File: src/fcvf_pkg.sv
// shared types and constants of the four channel volume fader
// no dependencies
`timescale 1ns / 1ps

package fcvf_pkg;

	localparam int LEVEL_W       = 19;
	localparam int COUNT_W       = 13;
	localparam int DIVISOR_W     = 12;
	localparam int BYTE_W        = 7;
	localparam int FRAMES_W      = 14;
	localparam int TARGET_W      = 19;
	localparam int CFG_INDEX_W   = 2;
	localparam int NUM_CH        = 4;
	localparam int FRAME_LIMIT   = 4095;
	localparam int FRACTION_BITS = 12;

	localparam logic [LEVEL_W-1:0] TARGET_RESET = 19'h7F000;

	// register indexes
	localparam logic [CFG_INDEX_W-1:0] REG_TARGET_LL = 2'd0;
	localparam logic [CFG_INDEX_W-1:0] REG_TARGET_LR = 2'd1;
	localparam logic [CFG_INDEX_W-1:0] REG_TARGET_RR = 2'd2;
	localparam logic [CFG_INDEX_W-1:0] REG_TARGET_RL = 2'd3;

	// input kinds
	localparam logic KIND_START = 1'b0;
	localparam logic KIND_FRAME = 1'b1;

	typedef struct packed {
		logic                 start;
		logic [LEVEL_W-1:0]   dividend;
		logic [DIVISOR_W-1:0] divisor;
	} div_req_t;

	typedef struct packed {
		logic               done;
		logic [LEVEL_W-1:0] quot;
		logic               rem_nz;
	} div_rsp_t;

endpackage

File: src/fcvf_div.sv
// restoring divider, one quotient bit per cycle, shared by all channels
// depends on fcvf_pkg
`timescale 1ns / 1ps

module fcvf_div (
	input  logic              clk,
	input  logic              arst_n,
	input  fcvf_pkg::div_req_t req,
	output fcvf_pkg::div_rsp_t rsp
);

	localparam int LW = fcvf_pkg::LEVEL_W;
	localparam int DW = fcvf_pkg::DIVISOR_W;
	localparam int CW = $clog2(LW);

	logic [LW-1:0] dvd_q;
	logic [DW-1:0] rem_q;
	logic [DW-1:0] divisor_q;
	logic [CW-1:0] cnt_q;
	logic          busy_q;
	logic          done_q;

	logic [DW:0]   rem_sh;
	logic [DW:0]   rem_sub;
	logic          ge;

	always_comb begin
		rem_sh  = {rem_q, dvd_q[LW-1]};
		rem_sub = rem_sh - {1'b0, divisor_q};
		ge      = rem_sh >= {1'b0, divisor_q};
	end

	always_ff @(posedge clk or negedge arst_n) begin
		if (!arst_n) begin
			busy_q <= 1'b0;
			done_q <= 1'b0;
			cnt_q  <= '0;
		end else begin
			done_q <= 1'b0;
			if (req.start) begin
				busy_q <= 1'b1;
				cnt_q  <= CW'(LW - 1);
			end else if (busy_q) begin
				if (cnt_q == '0) begin
					busy_q <= 1'b0;
					done_q <= 1'b1;
				end else begin
					cnt_q <= cnt_q - 1'b1;
				end
			end
		end
	end

	// quotient bits shift in where dividend bits shift out
	always_ff @(posedge clk) begin
		if (req.start) begin
			dvd_q     <= req.dividend;
			divisor_q <= req.divisor;
			rem_q     <= '0;
		end else if (busy_q) begin
			dvd_q <= {dvd_q[LW-2:0], ge};
			rem_q <= ge ? rem_sub[DW-1:0] : rem_sh[DW-1:0];
		end
	end

	assign rsp.done   = done_q;
	assign rsp.quot   = dvd_q;
	assign rsp.rem_nz = |rem_q;

endmodule

File: src/four_channel_volume_fader.sv
// four channel volume fader, top level: sequencer, level registers, output register
// a start transfer gives no result; a frame transfer with no fade running goes straight
// to the emit state; a frame transfer with a fade running steps through each channel in
// turn (load, 19-step divide, level update) and then the emit state; the result is held
// back while an earlier result waits, and the input is not ready again until the emit
// state is left; reset: levels zero, count zero, targets 0x7F000
// depends on fcvf_pkg, fcvf_div
`timescale 1ns / 1ps

module four_channel_volume_fader (
	input  logic        clk,
	input  logic        arst_n,
	input  logic        s_tvalid,
	output logic        s_tready,
	input  logic [15:0] s_tdata,   // [13:0] frames, rest zero
	input  logic        s_tuser,   // [0] kind
	output logic        m_tvalid,
	input  logic        m_tready,
	output logic [47:0] m_tdata,   // [6:0] out_ll, [13:7] out_lr, [20:14] out_rr,
	                               // [27:21] out_rl, [40:28] frames_left, rest zero
	input  logic        cfg_we,
	input  logic [1:0]  cfg_index,
	input  logic [18:0] cfg_data
);

	localparam int LW = fcvf_pkg::LEVEL_W;
	localparam int CW = fcvf_pkg::COUNT_W;
	localparam int NW = fcvf_pkg::DIVISOR_W;
	localparam int BW = fcvf_pkg::BYTE_W;
	localparam int FW = fcvf_pkg::FRAMES_W;
	localparam int NCH = fcvf_pkg::NUM_CH;

	localparam logic [2:0] ST_IDLE  = 3'd0;
	localparam logic [2:0] ST_LOAD  = 3'd1;
	localparam logic [2:0] ST_DIVW  = 3'd2;
	localparam logic [2:0] ST_EMIT  = 3'd3;

	logic [2:0]           state_q;
	logic [1:0]           ch_q;
	logic [LW-1:0]        level_q  [NCH];
	logic [LW-1:0]        target_q [NCH];
	logic signed [CW-1:0] count_q;
	logic [47:0]          out_q;
	logic                 out_valid_q;

	fcvf_pkg::div_req_t div_req;
	fcvf_pkg::div_rsp_t div_rsp;

	logic signed [FW-1:0] frames_in;
	logic signed [CW-1:0] frames_clamped;
	logic                 fade_out;
	logic [NW-1:0]        divisor;
	logic [LW-1:0]        cur_level;
	logic [LW-1:0]        cur_target;
	logic signed [LW:0]   diff;
	logic [LW:0]          diff_mag;
	logic [LW:0]          ceil_q;
	logic [LW-1:0]        new_level;
	logic [LW-1:0]        lvl_shift [NCH];
	logic                 out_free;

	assign frames_in = s_tdata[FW-1:0];

	always_comb begin
		if (frames_in > FW'(fcvf_pkg::FRAME_LIMIT))
			frames_clamped = CW'(fcvf_pkg::FRAME_LIMIT);
		else if (frames_in < -FW'(fcvf_pkg::FRAME_LIMIT))
			frames_clamped = -CW'(fcvf_pkg::FRAME_LIMIT);
		else
			frames_clamped = frames_in[CW-1:0];
	end

	always_comb begin
		logic signed [CW-1:0] neg_count;
		neg_count  = -count_q;
		fade_out   = count_q > 0;
		divisor    = fade_out ? count_q[NW-1:0] : neg_count[NW-1:0];
		cur_level  = level_q[ch_q];
		cur_target = target_q[ch_q];
		diff       = $signed({1'b0, cur_target}) - $signed({1'b0, cur_level});
		diff_mag   = diff[LW] ? (LW+1)'(-diff) : diff;
		ceil_q     = {1'b0, div_rsp.quot} + {{LW{1'b0}}, div_rsp.rem_nz};
		// fade out: floor(l*(n-1)/n) = l - ceil(l/n)
		if (fade_out)
			new_level = cur_level - ceil_q[LW-1:0];
		else if (diff[LW])
			new_level = cur_level - div_rsp.quot;
		else
			new_level = cur_level + div_rsp.quot;
	end

	always_comb begin
		div_req.start    = state_q == ST_LOAD;
		div_req.dividend = fade_out ? cur_level : diff_mag[LW-1:0];
		div_req.divisor  = divisor;
	end

	fcvf_div u_div (
		.clk    (clk),
		.arst_n (arst_n),
		.req    (div_req),
		.rsp    (div_rsp)
	);

	assign s_tready = state_q == ST_IDLE;
	assign out_free = !out_valid_q || m_tready;

	always_comb begin
		for (int i = 0; i < NCH; i++)
			lvl_shift[i] = level_q[i] >> fcvf_pkg::FRACTION_BITS;
	end

	always_ff @(posedge clk or negedge arst_n) begin
		if (!arst_n) begin
			state_q     <= ST_IDLE;
			ch_q        <= '0;
			count_q     <= '0;
			out_valid_q <= 1'b0;
			for (int i = 0; i < NCH; i++) begin
				level_q[i]  <= '0;
				target_q[i] <= fcvf_pkg::TARGET_RESET;
			end
		end else begin
			if (state_q == ST_EMIT && out_free)
				out_valid_q <= 1'b1;
			else if (m_tready)
				out_valid_q <= 1'b0;

			if (cfg_we) begin
				case (cfg_index)
					fcvf_pkg::REG_TARGET_LL: target_q[0] <= cfg_data;
					fcvf_pkg::REG_TARGET_LR: target_q[1] <= cfg_data;
					fcvf_pkg::REG_TARGET_RR: target_q[2] <= cfg_data;
					fcvf_pkg::REG_TARGET_RL: target_q[3] <= cfg_data;
					default: ;
				endcase
			end

			case (state_q)
				ST_IDLE: begin
					if (s_tvalid) begin
						if (s_tuser == fcvf_pkg::KIND_START) begin
							count_q <= frames_clamped;
						end else if (count_q == '0) begin
							state_q <= ST_EMIT;
						end else begin
							ch_q    <= '0;
							state_q <= ST_LOAD;
						end
					end
				end
				ST_LOAD: begin
					state_q <= ST_DIVW;
				end
				ST_DIVW: begin
					if (div_rsp.done) begin
						level_q[ch_q] <= new_level;
						if (ch_q == 2'(NCH - 1)) begin
							count_q <= fade_out ? count_q - 1'b1 : count_q + 1'b1;
							state_q <= ST_EMIT;
						end else begin
							ch_q    <= ch_q + 1'b1;
							state_q <= ST_LOAD;
						end
					end
				end
				ST_EMIT: begin
					// wait for the output register to be free
					if (out_free)
						state_q <= ST_IDLE;
				end
				default: state_q <= ST_IDLE;
			endcase
		end
	end

	always_ff @(posedge clk) begin
		if (state_q == ST_EMIT && out_free)
			out_q <= {7'd0, count_q, lvl_shift[3][BW-1:0], lvl_shift[2][BW-1:0],
				lvl_shift[1][BW-1:0], lvl_shift[0][BW-1:0]};
	end

	assign m_tvalid = out_valid_q;
	assign m_tdata  = out_q;

	a_done_in_wait: assert property (@(posedge clk) disable iff (!arst_n)
		div_rsp.done |-> state_q == ST_DIVW)
		else $error("divider finished outside of the wait state");

	a_result_from_emit: assert property (@(posedge clk) disable iff (!arst_n)
		$rose(m_tvalid) |-> $past(state_q) == ST_EMIT)
		else $error("result raised outside of the emit state");

	a_count_limit: assert property (@(posedge clk) disable iff (!arst_n)
		count_q <= CW'(fcvf_pkg::FRAME_LIMIT) && count_q >= -CW'(fcvf_pkg::FRAME_LIMIT))
		else $error("fade count beyond the frame limit");

	a_no_overwrite: assert property (@(posedge clk) disable iff (!arst_n)
		m_tvalid && !m_tready |=> m_tvalid)
		else $error("pending result dropped before its transfer");

endmodule

File: config.mk
export PLATFORM = sky130hd
export DESIGN_NAME = four_channel_volume_fader
export DESIGN_NICKNAME = d
export VERILOG_FILES = /design/src/fcvf_pkg.sv /design/src/fcvf_div.sv /design/src/four_channel_volume_fader.sv
export SDC_FILE = /design/constraint.sdc
export NUM_CORES = 1
export LEC_CHECK = 0
export BUFFER_PORTS_ARGS = -buffer_cell sky130_fd_sc_hd__buf_2
export CAP_MARGIN = 20
export CORE_MARGIN = 2
export CORE_UTILIZATION = 35
export DETAILED_ROUTE_END_ITERATION = 7
export GPL_ROUTABILITY_DRIVEN = 1
export PLACE_DENSITY = 0.62
export REMOVE_ABC_BUFFERS = 1
export SYNTH_ARGS = -nofsm -noshare
export SYNTH_HDL_FRONTEND = slang
export SYNTH_SLANG_ARGS = --single-unit
File: constraint.sdc
create_clock -name clk -period 7.35 [get_ports clk]
set_clock_uncertainty 0.2 [all_clocks]
set_input_delay 1.47 -clock clk [delete_from_list [all_inputs] [get_ports clk]]
set_output_delay 1.47 -clock clk [all_outputs]
set_load 0.02 [all_outputs]
# Yosys cells after proc, flatten, opt, wreduce, memory -nomap -nowiden
# Index checks and enable logic that the tools add are counted.
[classes] n_addsub=12 order_cmp=6 n_eq_ne=16 mux=49 bitwise_logic=1 reduce_logical=21
[ops] op="$mux W19" n=11
[ops] op="$mux W13" n=7
[ops] op="$bmux W19 S2" n=2
[ops] op="$bwmux W76" n=1
[ops] op="$demux W19 S2" n=1
[ops] op="$sub A19 B19 Y19" n=2
[ops] op="$pmux W13 S2" n=1
[ops] op="$mux W12" n=2
[ops] op="$sub A19 B19 Y20" n=1
[ops] op="$add A19 B1 Y19" n=1
[ops] op="$add A19 B19 Y19" n=1
[ops] op="$neg A19 Y19" n=1
[ops] op="$mux W5" n=3
[ops] op="$gt A14 B13 Y1 const B" n=1
[ops] op="$lt A14 B13 Y1 const B" n=1
[ops] op="$mux W2" n=7
[ops] op="$ne A2 B2 Y1 const B" n=7
[ops] op="$add A13 B1 Y13 const B" n=1
[ops] op="$ge A13 B12 Y1" n=1
[ops] op="$gt A13 B1 Y1 const B" n=1
[ops] op="$logic_not A13 Y1" n=1
[ops] op="$sub A13 B1 Y13 const B" n=1
[ops] op="$mux W3" n=4
[ops] op="$neg A12 Y12" n=1
[ops] op="other kinds (26)" n=45
[word_totals] regBits=262 input_bits=43 out_inout_bits=50

# Depth between registers and ports, before layout
# Gate-level depths: netlist of run 1.
[depth] word_depth=9 ltp_mapped=27

# Hierarchy
# Synthesis of run 1 repeated with hierarchy kept, for this count alone.
[unflattened] hier_cells=1613 area_unflattened_um2=16487.1
[by_module_without_submodules] module="four_channel_volume_fader" n_inst=1 cells_per_inst=1365 area_each_um2=13731.9 seq_area_each_um2=5520.3
[by_module_without_submodules] module="fcvf_div" n_inst=1 cells_per_inst=248 area_each_um2=2755.1 seq_area_each_um2=1346.3

# Worst setup path after synthesis of run 1
# Ideal clock, no wire load.
[synth_timing] kind="register -> register" startpoint="reg ch_q[0]" endpoint="reg level_q[55] (netlist bit)" t_arrival_ps=6708 required_ps=7020 setup_slack_ps=312 stages_incl_launch_ff=28 path_buffers=6 period_less_slack_ps=7038 cell_sequence="dfrtp_1 > clkbuf_1 > clkbuf_1 > buf_1 > mux4_2 > ha_1 > buf_4 > and2_4 > and3_1 > a21bo_4 > a2111oi_4 > o211ai_2 > a21oi_1 > buf_2 > buf_2 > nor2_1 > a21oi_1 > ha_1 > nor2b_1 > o21ai_0 > a21oi_1 > a2111oi_0 > o31ai_1 > nor4_1 > a21oi_1 > xor2_1 > a21oi_1 > a21oi_1"
[synth_via] elab_chain_len=8 elab_cells_between_ends=19 classes_between="4 x add/sub; 2 x order compare; 11 x mux; 1 x bitwise; 1 x reduce/logical"
[synth_rtl] item="start, declared" line_no="four_channel_volume_fader.sv:39" text="logic [1:0] ch_q;"
[synth_rtl] item="start signal, assigned" line_no="four_channel_volume_fader.sv:162" text="ch_q <= ch_q + 1'b1;"
[synth_rtl] item="$not A2 Y3 (implied by the code) (*)" line_no="four_channel_volume_fader.sv:78, four_channel_volume_fader.sv:79, four_channel_volume_fader.sv:157"
[synth_rtl] item="$bmux W19 S2, on equally long branches" line_no="four_channel_volume_fader.sv:78, four_channel_volume_fader.sv:79"
[synth_rtl] item="$mux W19, on equally long branches (2 in series)" line_no="four_channel_volume_fader.sv:78, four_channel_volume_fader.sv:79"
[synth_rtl] item="$add A19 B19 Y19, or another cell as far along" line_no="four_channel_volume_fader.sv:89" text="new_level = cur_level + div_rsp.quot;"
[synth_rtl] item="$mux W19" line_no="four_channel_volume_fader.sv:86" text="else if (diff[LW])"
[synth_rtl] item="$mux W19" line_no="four_channel_volume_fader.sv:84" text="if (fade_out)"
[synth_rtl] item="$bwmux W76 (*)" line_no="four_channel_volume_fader.sv:157" text="level_q[ch_q] <= new_level;"
[synth_rtl] item="end signal, assigned by index" line_no="four_channel_volume_fader.sv:157"
[synth_rtl] item="end, declared" line_no="four_channel_volume_fader.sv:40" text="logic [LW-1:0] level_q [NCH];"
# Every way passes the cells marked *; elsewhere a longest branch is shown, timed or not. The select of a mux whose other input is x is not followed.
# A chain may end at the register's enable or synchronous reset.

# Worst setup path in the final report of run 1
[layout_timing] startpoint="reg ch_q[0]" endpoint="reg level_q[18] (netlist bit)"
# Same word-level chain as after synthesis.

==> results by group, run 1 <==
Yosys
  – Syn avg cell area: a little over 10 sq um
  – Top FF cell, synth: dfrtp_1
  – Area contributors post-synth: dfrtp_1 23%, edfxtp_1 13%, ha_1 7.9%, mux2_2 5.5%, mux4_2 5.3%
  – Cells after Synth: about 1,600
  – Post-synth ARST share: about 68%
  – Post-synth EDFFs: around 70
  – Top cells by count, synth: 169 x nand2_1, 169 x o21ai_0, 149 x dfrtp_1
  – Top-area cell type share of the netlist area: roughly 23%
  – Sequential share of the synthesized area: between 40% and 50%
  – Yosys top cell by area: dfrtp_1
  – Mapped cell area: about 0.016 sq mm
  – Distinct cells, synth: 75
  – Yosys reg bits: between 200 and 300
  – YS warnings: 0

Floorplan
  – Die H: ~220 um
  – Die width: roughly 220 um
  – Starting Density: between 30% and 40%
  – Die ar.: roughly 0.048 sq mm
  – # rows: 78
  – Area of the core: ~0.045 sq mm
  – Ports: between 90 and 100

Route
  – DR vias/cell: 5.21
  – Pre-Repair DR Iteration Count: 4
  – Antenna-violating nets left: 0
  – DR iter-0 viols: 777
  – Via count: about 12,000
  – Routed wire length per instance: between 15 and 20 um
  – DRC Markers: 0
  – Detailed-route wire length: between 30,000 and 40,000 um

Hold path
  – Min-delay src: level_q[74]$_DFFE_PN0P_
  – Worst min-delay path class: reg2reg

STA
  – Min Tclk post-route: roughly 6.6 ns
  – Tcrit/Tclk final: between 80 and 90%
  – RSZ-0062 raised after global routing: false
  – Setup_tns: 0 ns
  – Setup Viol. Count Final: 0
  – Worst relative slew slack: 34.1%
  – Hold Fails Final Rpt: 0
  – Fmax: 152 MHz
  – Max-slew violations: 0
  – Worst-Margin Slew: 0.989 ns

GRT
  – Pin count of the biggest net entering global routing: approximately 100
  – First-pass GRT wire length: 62,200 um
  – Total gr overflow: 0
  – Initial antenna violation count: 0
  – Vias in the first global route: roughly 12,000
  – Gr usage total: between 15 and 20%

Critical path
  – WS Path Type: reg2reg
  – RR Startpoint: ch_q[0]$_DFFE_PN0P_
  – Crit path DAT: around 6.8 ns
  – Endpoint class of the critical path: register
  – WP data required: 7.58 ns
  – CP Max Fanout: 24
  – Startpoint types: register
  – Setup crit start: ch_q[0]$_DFFE_PN0P_

Finish
  – N_diodes: 0
  – Fraction of layout cells with a size suffix above 1: between 10% and 20%
  – NumNets Final: approximately 1,800
  – Layout area overhead: 12.9%

Clocking
  – CTS tree: yes
  – Post-CTS Hold Fix Bufs: 0
  – Clk root buf: clkbuf_16
  – Clk buf depth: 3
  – CTS Sinks: between 200 and 300
  – Reg clk slew, reported paths: approximately 0.060 ns
  – Post-CTS setup buffer count: 0
  – Post_cts resized: 0
  – CTS Buf Count: 29
  – H-tree depth: 1
  – Worst skew pair latency: between 0.5 and 0.6 ns

Placement
  – Port bufs: slightly above 80
  – Gpl congestion: between 0.8 and 0.9
  – Dpl hpwl: 27,800 um

Flow run
  – Max-capacitance violation count: 0

Outcome
  – Outcome: completed
[placed cells by master (no fill, tap or decap), types with 7 or more instances in the layout]
cell and n:
inv_1 96, mux2i_1 16, nand4_1 8, and3_1 13, a31oi_1 12, buf_4 24, mux2_2 79, nand2b_1 19
buf_2 82, o21ai_0 169, conb_1 7, nand3_1 25, ha_1 101, xnor2_1 55, o21a_1 15, nor3_1 22
or2_2 8, dfstp_2 28, nand2_1 169, clkbuf_16 29, xor2_1 49, a211oi_1 13, dfxtp_1 12, nor4_1 12
nor2_1 89, o31ai_1 15, dfrtp_1 147, nor2b_1 14, mux4_2 38, a21o_1 25, edfxtp_1 72, a21oi_1 80
[cell type report]
type                       instances  area [sq um]
tap                              600           751
clock inverter                    14           130
sequential                       261          6870
clock buffer                      40           817
timing repair buffer             110           664
inverter                          96           360
multi-input combinational       1156          8550
fill                            4416         27200
[final timing paths]
check / endpoint / depth (start not counted) / slack [ns]
min in group asynchronous: target_q[5]$_DFFE_PN0P_ / 1 / 0.82
setup / recovery: level_q[18]$_DFFE_PN0P_ / 23 / 0.77
hold / removal: m_tdata[5]$_DFFE_PP_ / 0 / 0.28
max in group asynchronous: ch_q[1]$_DFFE_PN0P_ / 2 / 4.48
setup reg to reg: level_q[18]$_DFFE_PN0P_ / 23 / 0.77
hold reg to reg: m_tdata[5]$_DFFE_PP_ / 0 / 0.28
[per-layer routing]
metal	share of wire, %	wire length (um)	GRT usage (%)	vias up
li1	-	-	-	5842
met1	44	16800	20.3	5766
met2	51	19400	29.2	187
met3	3.5	1330	2.02	57
met4	2.0	752	4.10	0
met5	0	0	0	-
[critical path, cell delays in order, from the launching register on]
cell and delay, ns:
dfrtp_2 0.57, buf_4 0.24, mux4_2 0.57, inv_1 0.16, ha_1 0.31, and2_4 0.22
and3_1 0.18, a21bo_4 0.26, a2111oi_4 0.41, o211ai_2 0.17, a21oi_2 0.14, buf_4 0.19
buf_4 0.29, o31ai_1 0.13, xor2_1 0.18, ha_1 0.39, a2111oi_0 0.42, o21ai_0 0.21
a21oi_1 0.25, o21ai_0 0.19, a31o_2 0.29, and3_1 0.18, o21ai_2 0.17, a31oi_1 0.11
[per-stage QoR]
stage	instance area [sq um]	hold slack (ns)	setup WS [ns]	std cells	util (%)
after global placement	17200	0.257	0.963	2221	37.8
final	18100	0.277	0.771	2277	40.0
after CTS	18100	0.280	0.816	2276	39.9
after floorplan	15800	0.241	-0.537	1513	-
after detailed placement	17200	0.268	0.855	2222	37.9
after global routing	18100	0.286	0.199	2277	40.0
[flip-flops by register name, summed over array words and instances (netlist names)]
| register | cells |
|---|---|
| u_div.busy_q | 1 |
| m_tvalid | 1 |
| target_q | 76 |
| u_div.divisor_q | 12 |
| u_div.rem_q | 12 |
| ch_q | 2 |
| count_q | 13 |
| m_tdata | 41 |
| u_div.dvd_q | 19 |
| state_q | 2 |
| u_div.cnt_q | 5 |
| u_div.done_q | 1 |
| level_q | 76 |
[cells by family after synthesis]
group,synth area share [%]
other cells,0.0233
xor+xnor,5.67
flops,42.7
compound gates,15.0
buf+inv,4.31
simple gates,11.8
mux,11.9
fa+ha+maj,8.61
Power of run 1 is not shown: default switching activity piles up to over one toggle a cycle in this logic, so the estimate is an artifact.
==> inputs of run 2 (changes only) <==
Settings changed: CAP_MARGIN 20 to 25, CORE_ASPECT_RATIO set to 1.75, GPL_ROUTABILITY_DRIVEN 1 to 0.
==> run 2 against run 1 <==
Sequential cell count stayed put. Clock-buffer cell count shrank 1. Cell count fell by 0.83%. Critical path type unchanged.
==> results by group, run 2 (same netlist as run 1, synthesis figures left out) <==
Outcome
  – Outcome: completed (unchanged)

Critical path
  – Startpoint types: register (unchanged)
  – Crit path DAT: 6.80 ns (about the same)
  – WP data required: 7.56 ns (was 7.58 ns)
  – CP max stage cell: mux4_2 (was dfrtp_2)
  – Delay of the slowest critical-path stage: 0.62 ns (was 0.57 ns)
  – WS Path Type: reg2reg (unchanged)
  – Setup crit start: ch_q[0]$_DFFE_PN0P_ (unchanged)
  – RR Startpoint: ch_q[0]$_DFFE_PN0P_ (unchanged)
  – CP Max Fanout: 21 (was 24)
  – Endpoint class of the critical path: register (unchanged)

Placement
  – Dpl hpwl: 30,400 um (was 27,800 um)
  – Port bufs: 83 (unchanged)

Floorplan
  – Area of the core: 0.0452 sq mm (was 0.0454 sq mm)
  – Die ar.: 0.0477 sq mm (was 0.0476 sq mm)
  – Starting Density: 35.5% (was 35.4%)
  – # rows: 103 (was 78)
  – Die H: 287 um (was 218 um)
  – Ports: 93 (unchanged)
  – Die width: 166 um (was 218 um)

GRT
  – Total gr overflow: 0 (unchanged)
  – Met2 GRT Util: 34.3% (was 29.2%)
  – Global Route met3 Usage: 1.91% (was 2.02%)
  – First-pass GRT wire length: 64,900 um (was 62,200 um)
  – Met1 Use GR: 17.4% (was 20.3%)
  – Pin count of the biggest net entering global routing: 69 (was 104)
  – GRT busiest layer: met2 (unchanged)
  – Initial antenna violation count: 1 (was 0)
  – Gr usage total: 16.8% (was 16.1%)
  – Vias in the first global route: 12,300 (was 11,900)

Route
  – Routed wire length per instance: 17.8 um (was 16.8 um)
  – DRC Markers: 0 (unchanged)
  – Antenna-violating nets left: 0 (unchanged)
  – DR iter-0 viols: 622 (was 777)
  – Via count: 11,900 (about the same)
  – Pre-Repair DR Iteration Count: 5 (was 4)
  – Detailed-route wire length: 40,300 um (was 38,300 um)
  – DR vias/cell: 5.29 (was 5.21)

STA
  – Hold slack: 0.269 ns (was 0.277 ns)
  – Min Tclk post-route: 6.58 ns (about the same)
  – Worst-Margin Slew: 0.832 ns (was 0.989 ns)
  – Hold Fails Final Rpt: 0 (unchanged)
  – Setup Viol. Count Final: 0 (unchanged)
  – Max-slew violations: 0 (unchanged)
  – RSZ-0062 raised after global routing: false (unchanged)
  – Fmax: 152 MHz (about the same)
  – Worst relative slew slack: 44.5% (was 34.1%)
  – Tcrit/Tclk final: 89.6% (was 89.5%)

Clocking
  – Clk root buf: clkbuf_16 (unchanged)
  – Worst skew pair latency: 0.57 ns (was 0.56 ns)
  – Clk buf depth: 3 (unchanged)
  – Post_cts resized: 0 (unchanged)
  – Post-CTS Hold Fix Bufs: 0 (unchanged)
  – CTS Sinks: 261 (unchanged)
  – CTS Buf Count: 27 (was 29)
  – CTS tree: yes (unchanged)
  – H-tree depth: 1 (unchanged)
  – Reg clk slew, reported paths: 0.06 ns (about the same)
  – Post-CTS setup buffer count: 0 (unchanged)

Flow run
  – Max-capacitance violation count: 0 (unchanged)

Finish
  – Fraction of layout cells with a size suffix above 1: 19.6% (was 19.3%)
  – Most frequent cells in the layout: 169 x nand2_1, 169 x o21ai_0, 147 x dfrtp_1 (unchanged)
  – NumNets Final: 1,809 (was 1,804)
  – Layout area overhead: 13.2% (was 12.9%)

Hold path
  – Min-delay src: level_q[16]$_DFFE_PN0P_ (was level_q[74]$_DFFE_PN0P_)
  – Worst min-delay path class: reg2reg (unchanged)
run 2: changes by cell type in the layout (fill, tap and decap cells not counted):
cell | before | now
buf_12 | 1 | 3
buf_4 | 24 | 28
buf_8 | 1 | 2
clkbuf_1 | 6 | 5
clkinv_1 | 3 | 1
clkinv_2 | 4 | 3
clkinv_4 | 0 | 2
clkinvlp_4 | 0 | 1
diode_2 | 0 | 1
inv_4 | 2 | 0
inv_6 | 3 | 2
run 2: worst paths after layout:
check	to	slack (ns)	cells after the start
worst min-delay path	m_tdata[25]$_DFFE_PP_	0.27	0
max in group asynchronous	ch_q[0]$_DFFE_PN0P_	5.01	2
min in group asynchronous	level_q[73]$_DFFE_PN0P_	0.65	1
worst min register to register	m_tdata[25]$_DFFE_PP_	0.27	0
worst max register to register	level_q[18]$_DFFE_PN0P_	0.77	25
worst max-delay path	level_q[18]$_DFFE_PN0P_	0.77	25
run 2: layer usage:
| layer | part of all wire, % | wire length (um) | vias up |
|---|---|---|---|
| met4 | 3.2 | 1280 | 0 |
| met5 | 0 | 0 | - |
| met2 | 56 | 22700 | 196 |
| li1 | - | - | 5834 |
| met3 | 3.3 | 1320 | 75 |
| met1 | 37 | 15000 | 5843 |
run 2: layout make-up:
class | instances | area, sq um
multi-input combinational | 1156 | 8550
clock inverter | 11 | 121
antenna | 1 | 2.50
sequential | 261 | 6870
tap | 577 | 722
timing repair buffer | 117 | 749
fill | 4362 | 27000
clock buffer | 39 | 813
inverter | 96 | 360
run 2: critical path, delay by kind of cell (launching register included):
family          cells  cell delay, ns
buf+inv             4            0.74
compound gates     12            2.87
fa+ha+maj           2            0.62
simple gates        5            0.81
mux                 1            0.62
xor+xnor            1            0.15
flops               1            0.41
run 2: per-stage QoR:
step | instance area (sq um) | setup slack (ns) | TNS [ns] | utilization, % | instances
2_1_floorplan | 15800 | -0.537 | -10.30 | - | 1513
3_3_place_gp | 17200 | 0.699 | 0 | 38.0 | 2204
3_5_place_dp | 17200 | 0.732 | 0 | 38.1 | 2206
4_1_cts | 18200 | 0.740 | 0 | 40.2 | 2256
5_1_grt | 18200 | 0.323 | 0 | 40.2 | 2258
6_report | 18200 | 0.767 | 0 | 40.2 | 2258
Power of run 2 is left out for the same reason.
